**src/rtl/core/ubxp_pkg.sv**
```systemverilog
package ubxp_pkg;

  localparam logic [7:0] SYNC_FIRST  = 8'hB5;
  localparam logic [7:0] SYNC_SECOND = 8'h62;

  localparam logic [3:0] ROLE_NONE    = 4'd0;
  localparam logic [3:0] ROLE_SYNC1   = 4'd1;
  localparam logic [3:0] ROLE_SYNC2   = 4'd2;
  localparam logic [3:0] ROLE_CLASS   = 4'd3;
  localparam logic [3:0] ROLE_ID      = 4'd4;
  localparam logic [3:0] ROLE_LENLO   = 4'd5;
  localparam logic [3:0] ROLE_LENHI   = 4'd6;
  localparam logic [3:0] ROLE_PAYLOAD = 4'd7;
  localparam logic [3:0] ROLE_CK      = 4'd8;

  localparam logic [1:0] ERR_NONE  = 2'd0;
  localparam logic [1:0] ERR_SYNC  = 2'd1;
  localparam logic [1:0] ERR_CKSUM = 2'd2;

  localparam int QUEUE_DEPTH_DEF = 2;

  // tagged byte handed from the front end to the checksum back end
  typedef struct packed {
    logic [7:0]  byte_value;
    logic [3:0]  byte_role;
    logic [15:0] payload_index;
    logic        frame_done;
    logic        sync_err;
    logic [7:0]  msg_class;
    logic [7:0]  msg_id;
    logic [15:0] payload_length;
  } ubxp_rec_t;

endpackage

```
**src/rtl/core/ubxp_if.sv**
```systemverilog
interface ubxp_byte_if;
  logic       valid;
  logic       ready;
  logic [7:0] rx_byte;

  modport source (output valid, output rx_byte, input ready);
  modport sink   (input valid, input rx_byte, output ready);
endinterface

interface ubxp_result_if;
  logic        valid;
  logic        ready;
  logic [7:0]  byte_value;
  logic [3:0]  byte_role;
  logic [15:0] payload_index;
  logic        frame_done;
  logic        frame_valid;
  logic [7:0]  msg_class;
  logic [7:0]  msg_id;
  logic [15:0] payload_length;
  logic [1:0]  error_kind;

  modport source (output valid, output byte_value, output byte_role, output payload_index,
                  output frame_done, output frame_valid, output msg_class, output msg_id,
                  output payload_length, output error_kind, input ready);
  modport sink   (input valid, input byte_value, input byte_role, input payload_index,
                  input frame_done, input frame_valid, input msg_class, input msg_id,
                  input payload_length, input error_kind, output ready);
endinterface

```
**src/rtl/core/ubx_frame_parser_core.sv**
```systemverilog
// UBX frame parser: one result per received byte, in order.
// Throughput: one byte per cycle sustained unless the output stalls; front end
//   keeps taking bytes while a result waits, until the byte queue (QUEUE_DEPTH
//   entries) is full. Each record passes the queue, then the result register.
// Reset: synchronous active-low rst_n clears the parse phase, checksum sums,
//   queue pointers and output valid; hunting for sync starts right after.
module ubx_frame_parser_core
  import ubxp_pkg::*;
#(
  parameter int QUEUE_DEPTH = QUEUE_DEPTH_DEF
) (
  input  logic          clk,
  input  logic          rst_n,
  ubxp_byte_if.sink     in_ch,
  ubxp_result_if.source out_ch
);

  logic      f_valid, f_ready;
  ubxp_rec_t f_rec;
  logic      q_valid, q_ready;
  ubxp_rec_t q_rec;

  ubxp_front u_front (
    .clk       (clk),
    .rst_n     (rst_n),
    .in_valid  (in_ch.valid),
    .in_ready  (in_ch.ready),
    .in_byte   (in_ch.rx_byte),
    .rec_valid (f_valid),
    .rec_ready (f_ready),
    .rec       (f_rec)
  );

  ubxp_fifo #(
    .DEPTH (QUEUE_DEPTH)
  ) u_fifo (
    .clk        (clk),
    .rst_n      (rst_n),
    .push_valid (f_valid),
    .push_ready (f_ready),
    .push_data  (f_rec),
    .pop_valid  (q_valid),
    .pop_ready  (q_ready),
    .pop_data   (q_rec)
  );

  ubxp_back u_back (
    .clk                (clk),
    .rst_n              (rst_n),
    .rec_valid          (q_valid),
    .rec_ready          (q_ready),
    .rec                (q_rec),
    .out_valid          (out_ch.valid),
    .out_ready          (out_ch.ready),
    .out_byte_value     (out_ch.byte_value),
    .out_byte_role      (out_ch.byte_role),
    .out_payload_index  (out_ch.payload_index),
    .out_frame_done     (out_ch.frame_done),
    .out_frame_valid    (out_ch.frame_valid),
    .out_msg_class      (out_ch.msg_class),
    .out_msg_id         (out_ch.msg_id),
    .out_payload_length (out_ch.payload_length),
    .out_error_kind     (out_ch.error_kind)
  );

endmodule

```
**src/rtl/core/ubxp_fifo.sv**
```systemverilog
module ubxp_fifo
  import ubxp_pkg::*;
#(
  parameter int DEPTH = QUEUE_DEPTH_DEF
) (
  input  logic      clk,
  input  logic      rst_n,
  input  logic      push_valid,
  output logic      push_ready,
  input  ubxp_rec_t push_data,
  output logic      pop_valid,
  input  logic      pop_ready,
  output ubxp_rec_t pop_data
);

  localparam int PW = (DEPTH > 1) ? $clog2(DEPTH) : 1;
  localparam int CW = $clog2(DEPTH + 1);
  localparam logic [PW-1:0] LAST = PW'(DEPTH - 1);
  localparam logic [CW-1:0] FULL = CW'(DEPTH);

  ubxp_rec_t       mem_r [DEPTH];
  logic [PW-1:0]   wr_ptr_r, rd_ptr_r;
  logic [CW-1:0]   cnt_r;
  logic            do_push, do_pop;

  assign push_ready = (cnt_r != FULL);
  assign pop_valid  = (cnt_r != '0);
  assign pop_data   = mem_r[rd_ptr_r];
  assign do_push    = push_valid && push_ready;
  assign do_pop     = pop_valid && pop_ready;

  always_ff @(posedge clk) begin
    if (do_push) begin
      mem_r[wr_ptr_r] <= push_data;
    end
  end

  always_ff @(posedge clk) begin
    if (!rst_n) begin
      wr_ptr_r <= '0;
      rd_ptr_r <= '0;
      cnt_r    <= '0;
    end else begin
      if (do_push) begin
        wr_ptr_r <= (wr_ptr_r == LAST) ? '0 : wr_ptr_r + 1'b1;
      end
      if (do_pop) begin
        rd_ptr_r <= (rd_ptr_r == LAST) ? '0 : rd_ptr_r + 1'b1;
      end
      if (do_push && !do_pop) begin
        cnt_r <= cnt_r + 1'b1;
      end else if (do_pop && !do_push) begin
        cnt_r <= cnt_r - 1'b1;
      end
    end
  end

endmodule

```
**src/rtl/core/ubxp_front.sv**
```systemverilog
module ubxp_front
  import ubxp_pkg::*;
(
  input  logic       clk,
  input  logic       rst_n,
  input  logic       in_valid,
  output logic       in_ready,
  input  logic [7:0] in_byte,
  output logic       rec_valid,
  input  logic       rec_ready,
  output ubxp_rec_t  rec
);

  typedef enum logic [3:0] {
    PH_HUNT  = 4'd0,
    PH_SYNC2 = 4'd1,
    PH_CLASS = 4'd2,
    PH_ID    = 4'd3,
    PH_LENLO = 4'd4,
    PH_LENHI = 4'd5,
    PH_DATA  = 4'd6,
    PH_CKA   = 4'd7,
    PH_CKB   = 4'd8
  } phase_t;

  phase_t      phase_r, phase_nxt;
  logic [7:0]  cls_r, cls_nxt;
  logic [7:0]  id_r, id_nxt;
  logic [15:0] len_r, len_nxt;
  logic [15:0] cnt_r, cnt_nxt;
  logic        take;

  assign rec_valid = in_valid;
  assign in_ready  = rec_ready;
  assign take      = in_valid && rec_ready;

  always_comb begin
    rec            = '0;
    rec.byte_value = in_byte;
    phase_nxt      = phase_r;
    cls_nxt        = cls_r;
    id_nxt         = id_r;
    len_nxt        = len_r;
    cnt_nxt        = cnt_r;
    unique case (phase_r)
      PH_SYNC2: begin
        if (in_byte == SYNC_SECOND) begin
          rec.byte_role = ROLE_SYNC2;
          phase_nxt     = PH_CLASS;
        end else begin
          // a bad second sync byte may itself start a new frame
          rec.sync_err = 1'b1;
          if (in_byte == SYNC_FIRST) begin
            rec.byte_role = ROLE_SYNC1;
            phase_nxt     = PH_SYNC2;
          end else begin
            rec.byte_role = ROLE_NONE;
            phase_nxt     = PH_HUNT;
          end
        end
      end
      PH_CLASS: begin
        rec.byte_role = ROLE_CLASS;
        cls_nxt       = in_byte;
        rec.msg_class = in_byte;
        phase_nxt     = PH_ID;
      end
      PH_ID: begin
        rec.byte_role = ROLE_ID;
        id_nxt        = in_byte;
        rec.msg_class = cls_r;
        rec.msg_id    = in_byte;
        phase_nxt     = PH_LENLO;
      end
      PH_LENLO: begin
        rec.byte_role      = ROLE_LENLO;
        len_nxt            = {8'h00, in_byte};
        rec.msg_class      = cls_r;
        rec.msg_id         = id_r;
        rec.payload_length = {8'h00, in_byte};
        phase_nxt          = PH_LENHI;
      end
      PH_LENHI: begin
        rec.byte_role      = ROLE_LENHI;
        len_nxt            = {in_byte, len_r[7:0]};
        cnt_nxt            = '0;
        rec.msg_class      = cls_r;
        rec.msg_id         = id_r;
        rec.payload_length = {in_byte, len_r[7:0]};
        phase_nxt          = (len_nxt == '0) ? PH_CKA : PH_DATA;
      end
      PH_DATA: begin
        rec.byte_role      = ROLE_PAYLOAD;
        rec.payload_index  = cnt_r;
        cnt_nxt            = cnt_r + 16'd1;
        rec.msg_class      = cls_r;
        rec.msg_id         = id_r;
        rec.payload_length = len_r;
        if (cnt_nxt == len_r) begin
          phase_nxt = PH_CKA;
        end
      end
      PH_CKA: begin
        rec.byte_role      = ROLE_CK;
        rec.msg_class      = cls_r;
        rec.msg_id         = id_r;
        rec.payload_length = len_r;
        phase_nxt          = PH_CKB;
      end
      PH_CKB: begin
        rec.byte_role      = ROLE_CK;
        rec.frame_done     = 1'b1;
        rec.msg_class      = cls_r;
        rec.msg_id         = id_r;
        rec.payload_length = len_r;
        phase_nxt          = PH_HUNT;
      end
      default: begin
        if (in_byte == SYNC_FIRST) begin
          rec.byte_role = ROLE_SYNC1;
          phase_nxt     = PH_SYNC2;
        end else begin
          rec.byte_role = ROLE_NONE;
          phase_nxt     = PH_HUNT;
        end
      end
    endcase
  end

  always_ff @(posedge clk) begin
    if (!rst_n) begin
      phase_r <= PH_HUNT;
      cls_r   <= '0;
      id_r    <= '0;
      len_r   <= '0;
      cnt_r   <= '0;
    end else if (take) begin
      phase_r <= phase_nxt;
      cls_r   <= cls_nxt;
      id_r    <= id_nxt;
      len_r   <= len_nxt;
      cnt_r   <= cnt_nxt;
    end
  end

endmodule

```
**src/rtl/core/ubxp_back.sv**
```systemverilog
module ubxp_back
  import ubxp_pkg::*;
(
  input  logic        clk,
  input  logic        rst_n,
  input  logic        rec_valid,
  output logic        rec_ready,
  input  ubxp_rec_t   rec,
  output logic        out_valid,
  input  logic        out_ready,
  output logic [7:0]  out_byte_value,
  output logic [3:0]  out_byte_role,
  output logic [15:0] out_payload_index,
  output logic        out_frame_done,
  output logic        out_frame_valid,
  output logic [7:0]  out_msg_class,
  output logic [7:0]  out_msg_id,
  output logic [15:0] out_payload_length,
  output logic [1:0]  out_error_kind
);

  logic       vld_r;
  ubxp_rec_t  res_r;
  logic       fval_r, fval_nxt;
  logic [1:0] err_r, err_nxt;
  logic [7:0] sum_a_r, sum_a_nxt;
  logic [7:0] sum_b_r, sum_b_nxt;
  logic [7:0] ck_a_r, ck_a_nxt;
  logic       pop;

  assign rec_ready = !vld_r || out_ready;
  assign pop       = rec_valid && rec_ready;

  always_comb begin
    sum_a_nxt = sum_a_r;
    sum_b_nxt = sum_b_r;
    ck_a_nxt  = ck_a_r;
    fval_nxt  = 1'b0;
    err_nxt   = rec.sync_err ? ERR_SYNC : ERR_NONE;
    case (rec.byte_role) inside
      ROLE_SYNC2: begin
        sum_a_nxt = '0;
        sum_b_nxt = '0;
      end
      ROLE_CLASS, ROLE_ID, ROLE_LENLO, ROLE_LENHI, ROLE_PAYLOAD: begin
        sum_a_nxt = sum_a_r + rec.byte_value;
        sum_b_nxt = sum_b_r + sum_a_nxt;
      end
      ROLE_CK: begin
        if (!rec.frame_done) begin
          ck_a_nxt = rec.byte_value;
        end else if (ck_a_r == sum_a_r && rec.byte_value == sum_b_r) begin
          fval_nxt = 1'b1;
        end else begin
          err_nxt = ERR_CKSUM;
        end
      end
      default: ;
    endcase
  end

  always_ff @(posedge clk) begin
    if (pop) begin
      res_r  <= rec;
      fval_r <= fval_nxt;
      err_r  <= err_nxt;
    end
  end

  always_ff @(posedge clk) begin
    if (!rst_n) begin
      vld_r   <= 1'b0;
      sum_a_r <= '0;
      sum_b_r <= '0;
      ck_a_r  <= '0;
    end else begin
      if (pop) begin
        vld_r   <= 1'b1;
        sum_a_r <= sum_a_nxt;
        sum_b_r <= sum_b_nxt;
        ck_a_r  <= ck_a_nxt;
      end else if (out_ready) begin
        vld_r <= 1'b0;
      end
    end
  end

  assign out_valid          = vld_r;
  assign out_byte_value     = res_r.byte_value;
  assign out_byte_role      = res_r.byte_role;
  assign out_payload_index  = res_r.payload_index;
  assign out_frame_done     = res_r.frame_done;
  assign out_frame_valid    = fval_r;
  assign out_msg_class      = res_r.msg_class;
  assign out_msg_id         = res_r.msg_id;
  assign out_payload_length = res_r.payload_length;
  assign out_error_kind     = err_r;

endmodule

```
**src/flat_wrapper.sv**
```systemverilog
// flat-port wrapper written by rule: the top's interface ports become plain ports
module ubx_frame_parser_core_flat import ubxp_pkg::*;
#(
  parameter int QUEUE_DEPTH = QUEUE_DEPTH_DEF
)
  (clk, rst_n, in_ch_valid, in_ch_rx_byte, in_ch_ready, out_ch_valid, out_ch_byte_value, out_ch_byte_role, out_ch_payload_index, out_ch_frame_done, out_ch_frame_valid, out_ch_msg_class, out_ch_msg_id, out_ch_payload_length, out_ch_error_kind, out_ch_ready);
  ubxp_byte_if in_ch_i ();
  ubxp_result_if out_ch_i ();
  input  logic clk;
  input  logic rst_n;
  input wire logic [$bits(in_ch_i.valid)-1:0] in_ch_valid;
  input wire logic [$bits(in_ch_i.rx_byte)-1:0] in_ch_rx_byte;
  output wire logic [$bits(in_ch_i.ready)-1:0] in_ch_ready;
  output wire logic [$bits(out_ch_i.valid)-1:0] out_ch_valid;
  output wire logic [$bits(out_ch_i.byte_value)-1:0] out_ch_byte_value;
  output wire logic [$bits(out_ch_i.byte_role)-1:0] out_ch_byte_role;
  output wire logic [$bits(out_ch_i.payload_index)-1:0] out_ch_payload_index;
  output wire logic [$bits(out_ch_i.frame_done)-1:0] out_ch_frame_done;
  output wire logic [$bits(out_ch_i.frame_valid)-1:0] out_ch_frame_valid;
  output wire logic [$bits(out_ch_i.msg_class)-1:0] out_ch_msg_class;
  output wire logic [$bits(out_ch_i.msg_id)-1:0] out_ch_msg_id;
  output wire logic [$bits(out_ch_i.payload_length)-1:0] out_ch_payload_length;
  output wire logic [$bits(out_ch_i.error_kind)-1:0] out_ch_error_kind;
  input wire logic [$bits(out_ch_i.ready)-1:0] out_ch_ready;
  assign in_ch_i.valid = in_ch_valid;
  assign in_ch_i.rx_byte = in_ch_rx_byte;
  assign in_ch_ready = in_ch_i.ready;
  assign out_ch_valid = out_ch_i.valid;
  assign out_ch_byte_value = out_ch_i.byte_value;
  assign out_ch_byte_role = out_ch_i.byte_role;
  assign out_ch_payload_index = out_ch_i.payload_index;
  assign out_ch_frame_done = out_ch_i.frame_done;
  assign out_ch_frame_valid = out_ch_i.frame_valid;
  assign out_ch_msg_class = out_ch_i.msg_class;
  assign out_ch_msg_id = out_ch_i.msg_id;
  assign out_ch_payload_length = out_ch_i.payload_length;
  assign out_ch_error_kind = out_ch_i.error_kind;
  assign out_ch_i.ready = out_ch_ready;
  ubx_frame_parser_core #(.QUEUE_DEPTH(QUEUE_DEPTH)) u_core (.clk(clk), .rst_n(rst_n), .in_ch(in_ch_i), .out_ch(out_ch_i));
endmodule
```
**config.mk**
```make
export PLATFORM = sky130hd
export DESIGN_NAME = ubx_frame_parser_core_flat
export DESIGN_NICKNAME = d
export VERILOG_FILES = /design/src/rtl/core/ubxp_pkg.sv /design/src/rtl/core/ubxp_if.sv /design/src/rtl/core/ubx_frame_parser_core.sv /design/src/rtl/core/ubxp_fifo.sv /design/src/rtl/core/ubxp_front.sv /design/src/rtl/core/ubxp_back.sv /design/src/flat_wrapper.sv
export SDC_FILE = /design/constraint.sdc
export NUM_CORES = 1
export LEC_CHECK = 0
export BUFFER_PORTS_ARGS = -buffer_cell sky130_fd_sc_hd__buf_2
export CAP_MARGIN = 25
export CORE_AREA = 10 10 125 173
export CTS_BUF_LIST = sky130_fd_sc_hd__clkbuf_8
export CTS_CLUSTER_SIZE = 40
export DETAILED_ROUTE_END_ITERATION = 12
export DIE_AREA = 0 0 135 183
export PLACE_DENSITY = 0.84
export SYNTH_ARGS = -nofsm -noshare
export SYNTH_HDL_FRONTEND = slang
export SYNTH_SLANG_ARGS = --single-unit
```
**constraint.sdc**
```tcl
create_clock -name clk -period 9.5 [get_ports clk]
set_input_delay 0.95 -clock clk [delete_from_list [all_inputs] [get_ports clk]]
set_output_delay 0.95 -clock clk [all_outputs]
set_load 0.02 [all_outputs]
```
* Word level (Yosys, flattened, before mapping)
Memory sizes are Yosys's and may differ from the RTL's. A register that Yosys moved wholly into a read port is not among the register bits. Cells that the tools add are included.
Operators by class: $add $sub $neg 7, equal/unequal tests 22, mux-type cells 36, bitwise operators 5, reductions and logical operators 30
Operators by type and width (count):
- $pmux 16 s2 | 2
- $pmux 16 s3 | 1
- $eq 4x3->1 const B | 8
- $mux 8 | 4
- $pmux 4 s8 | 1
- $pmux 8 s2 | 2
- $pmux 4 s7 | 1
- $add 16x1->16 const B | 1
- $add 8x8->8 | 2
- $eq 16x16->1 | 1
- $eq 4x2->1 const B | 4
- $eq 8x8->1 | 2
- $logic_not 16->1 | 1
- $mux 16 | 1
- $mux 2 | 8
- $mux 1 | 15
- $reduce_and 2->1 | 6
- $reduce_bool 2->1 | 6
- $reduce_or 5->1 | 2
- $eq 4x4->1 const B | 2
- $eq 8x7->1 const B | 1
- $eq 8x8->1 const B | 1
- $reduce_or 8->1 | 1
- $reduce_or 6->1 | 1
- other kinds (14) | 26
Storage, ports and cells: flip-flop bits (word level) 145, memory bits (writable) 124, bits of input ports 12, output and inout port bits 66, logic and storage cells 123, memories kept 1
Memory list:
- u_core.u_fifo.mem_r | words 2, width 62, rd ports 1, clocked after memory_dff 1, write ports 1, RTL line ubxp_fifo.sv:21 | ubxp_rec_t mem_r [DEPTH];

* Depth between registers and ports, before layout
depth in word-level cells 7, mapped depth 17, gate-level depth less buffers 15

* Modules after synthesis
Synthesis repeated with hierarchy kept, for this count alone.
Unflattened totals: cells, all modules 919, area, all modules 11810.1 um^2
By module, submodules not included:
- ubxp_fifo | instances 1, cells an instance 217, area each 4712.0 um^2, seq. area each 3823.7 um^2
- ubxp_back | instances 1, cells an instance 254, area each 3652.3 um^2, seq. area each 2422.3 um^2
- ubxp_front | instances 1, cells an instance 448, area each 3445.8 um^2, seq. area each 1041.0 um^2

* Worst setup path before layout
OpenSTA, ideal clock, no wires.
path kind input -> register, start point in in_ch_valid, end point mem u_core.u_fifo.mem_r[0][0] (netlist bit), enable pin, setup time 485 ps, arrival time 3789 ps, data required time 9015 ps, path slack 5226 ps, stages 3, path buffers 1, path through nand2_2 -> buf_6 -> nor2_1
Between the ends: cells in the longest elaborated chain, start to end 3
RTL lines:
- from (decl) | RTL line flat_wrapper.sv:11 | input wire logic [$bits(in_ch_i.valid)-1:0] in_ch_valid;
- $logic_and 1x1->1 | RTL line ubxp_fifo.sv:29 | assign do_push = push_valid && push_ready;
- $mux 1 | RTL line ubxp_fifo.sv:33 | if (do_push) begin
- $mux 1 (not written as such) | RTL line ubxp_fifo.sv:34 | mem_r[wr_ptr_r] <= push_data;
- to (decl) | RTL line ubxp_fifo.sv:21
Every way passes these cells.

==> run metrics <==
status finished, final reports clean; initial DRC count 645; num rows 59; power per cell area roughly 260 mW/mm^2; number of distinct library cells after synthesis 69; Slew Limit Headroom 40.74%; vias in the first global route roughly 7600; hpwl dp roughly 16 mm; register area share after synthesis between 60% and 70%; crit path cell chain buf_4 -> mux2_2 -> ha_1 -> fa_1 -> a21o_1 -> a21oi_1 -> o21bai_1 -> a21oi_1 -> xnor2_1 -> ha_1 -> o41ai_1 -> xor2_1 -> mux2_2 -> a21boi_2; Starting Density 64.03%; Setup Fix Bufs, Post-CTS 0; cell taking the most area after synthesis edfxtp_1; drt first pass iters 5; class of the worst hold path register to register; Worst-Margin Slew 0.8890 ns; Max-Cap Viols 0; asr flop ratio synth 0%; YS warnings 0; Data arrival, critical path between 4 and 5 ns; critical path data required time roughly 10 ns; largest net degree at the start of global routing 84; EDFF count, synth between 150 and 200; CP Class register to register; Hold Buf Count CTS 0; min-delay src u_core.u_front.id_r[4]; maximum vdd drop ~230 uV; Worst-path clk slew 0.06 ns; clk sink count 270; RSZ-0062 raised after global routing false; achievable frequency around 230 MHz; n_diodes 0; chip width roughly 140 um; top cell type's share of synthesized area between 40% and 50%; port bufs 77; final setup violation count 0; Min Hold Slack about 0.47 ns; Final nets between 1000 and 1500; RePlAce Congestion about 0.88; DRC viols 0; Max Root-Sink Buffers 3; CTS buffer count 39; Total GRT Usage approximately a fifth; layout cells sized above 1 around 20%; CP peak stage delay between 0.6 and 0.7 ns; Commonest cells post-synth 188 x edfxtp_1, 82 x dfxtp_1, 59 x mux2_2; R2R Path End u_core.u_back.sum_b_r[7]; first-pass GRT wire length ~40 mm; WHS Endpoint u_core.u_front.id_r[4]; Leak Pwr around 0.0047 uW; full die area about 0.025 mm^2; Post-Syn Area ~0.012 mm^2; Post-Layout Cell Count around 1300; Vert. Die Dim about 180 um; # placed instances 1188; Syn Area/Cell around 13 um^2; R2R depth 14; per-cell routed wire length ~19 um; Power Total between 3000 and 4000 uW; critical path's slowest cell buf_4; Final ANT Viol Nets 0; Synth Register Bits 270; startpoint class of the critical path register; top-count cell post-synth edfxtp_1; post-synthesis instance total between 900 and 1000; fin crit share between 40% and 50%; Slew Limit Fails 0; htree depth 2; Ports 78; R2R setup slack approximately 5.2 ns; fin crit period roughly 4.3 ns; dominant synthesized flop cell edfxtp_1; Worst-Skew Late Latency ~0.52 ns; CTS root buf clkbuf_8; TritonCTS clock tree done; Fin Clk Skew 0.01991 ns; Final Hold Fails 0; Critical Path Fanout Max 64; CP endpoint kind register; antenna violations before repair 0; Mapped Nets between 900 and 1000; vias roughly 7600; Core Area around 0.018 mm^2; most area-consuming cells after synthesis edfxtp_1 48%, dfxtp_1 14%, mux2_2 5.6%; TNS Setup 0 ns; hold depth 2; via/cell ratio 6.015; GRT Residual Overflow 0; final wirelength approximately 24 mm; Resized cells post-CTS 0; Layout Area Growth over Synthesis 10.09%
-- kinds of logic (layout without fill, tap and decap cells) --
logic type               count (synthesis)  count (layout)  synth area share (%)
AO/OA/AOI/OAI                          172             172                 10.08
XOR/XNOR                                52              52                 3.986
adder cells (fa/ha/maj)                 18              18                 2.041
buffers and inverters                   69             169                 2.689
flip-flops                             270             270                 61.91
multiplexers                            79              79                 7.452
AND/OR/NAND/NOR                        257             257                 11.84
-- metal layers --
layer	vias to the layer above	routed length, um	track usage (%)
met5	-	0	0
met3	64	1615	3.911
met1	3683	8974	21.84
li1	3531	-	-
met2	307	12830	34.45
met4	0	860	9.370
-- layout by cell type (no fill, tap or decap), types with 4 or more instances in the layout --
cell	netlist	routed
nand2_1	56	56
nor4_1	11	11
a21boi_1	4	4
clkbuf_8	0	41
dfxtp_1	82	81
nand2b_1	4	4
buf_4	2	6
buf_2	18	77
clkinv_1	1	7
a21oi_1	24	24
o21ai_0	40	40
nor3_1	19	19
or3_1	5	5
a21o_1	4	4
nand3_1	14	14
xnor2_1	37	37
a22o_1	22	22
mux2i_1	19	19
xor2_1	14	14
nor2b_1	54	54
nor2_1	28	27
and3_1	10	9
mux2_2	59	59
a21boi_0	20	20
inv_1	12	30
edfxtp_1	188	188
and2_1	23	23
nand4_1	12	12
a22oi_1	29	29
o21ai_1	4	4
ha_1	16	16
-- state kept, by name, summed over array words and instances, names as in the netlist, 16 cells and up, named ones only --
signal and count:
u_core.u_fifo.mem_r 124, u_core.u_front.len_r 16, u_core.u_back.out_payload_length 16, u_core.u_back.out_payload_index 16, u_core.u_front.cnt_r 16
-- per-stage QoR --
step | utilization, % | setup slack (ns) | instance area, um^2
after floorplan | - | 5.226 | 11770
after detailed placement | 66.64 | 5.176 | 12250
final | 70.49 | 5.183 | 12960
after CTS | 70.45 | 5.155 | 12950
after global placement | 66.64 | 5.312 | 12250
after global routing | 70.49 | 4.948 | 12960
-- final cells by class --
cell class / count / area [um^2]
Clock buffer: 41 / 564.3
Tap cell: 244 / 305.3
Sequential cell: 270 / 7288
Inverter: 14 / 57.56
Multi-Input combinational cell: 578 / 4175
Fill cell: 1246 / 5424
Timing Repair Buffer: 83 / 430.4
Clock inverter: 31 / 136.4
-- how the worst max path moves through the flow --
stage          depth (start not counted)                   endpoint  slack [ns]   startpoint
6_report                              14   u_core.u_back.sum_b_r[7]        5.18     register
5_1_grt                               14   u_core.u_back.sum_b_r[7]        4.95     register
3_3_place_gp                          14   u_core.u_back.sum_b_r[7]        5.31     register
3_5_place_dp                          14   u_core.u_back.sum_b_r[7]        5.18     register
2_1_floorplan                          3  u_core.u_fifo.mem_r[0][0]        5.23  in_ch_valid
4_1_cts                               14   u_core.u_back.sum_b_r[7]        5.15     register
-- worst max-delay path: cells and delay by family (launching register included) --
family / cells / cell delay, ns
muxes: 2 / 0.82
adders and majority gates: 3 / 0.86
AOI/OAI and AO/OA: 6 / 1.25
buffers and inverters: 1 / 0.68
DFF: 1 / 0.31
xor gates and xnor gates: 2 / 0.31
-- where the power goes --
group	internal, uW	total (uW)	switching, uW	leakage [uW]
combinational	339	924	585	0.00180
clock	403	820	418	0.000416
sequential	1560	1630	72.6	0.00247
Note: power is estimated with default switching activity, not from simulation.
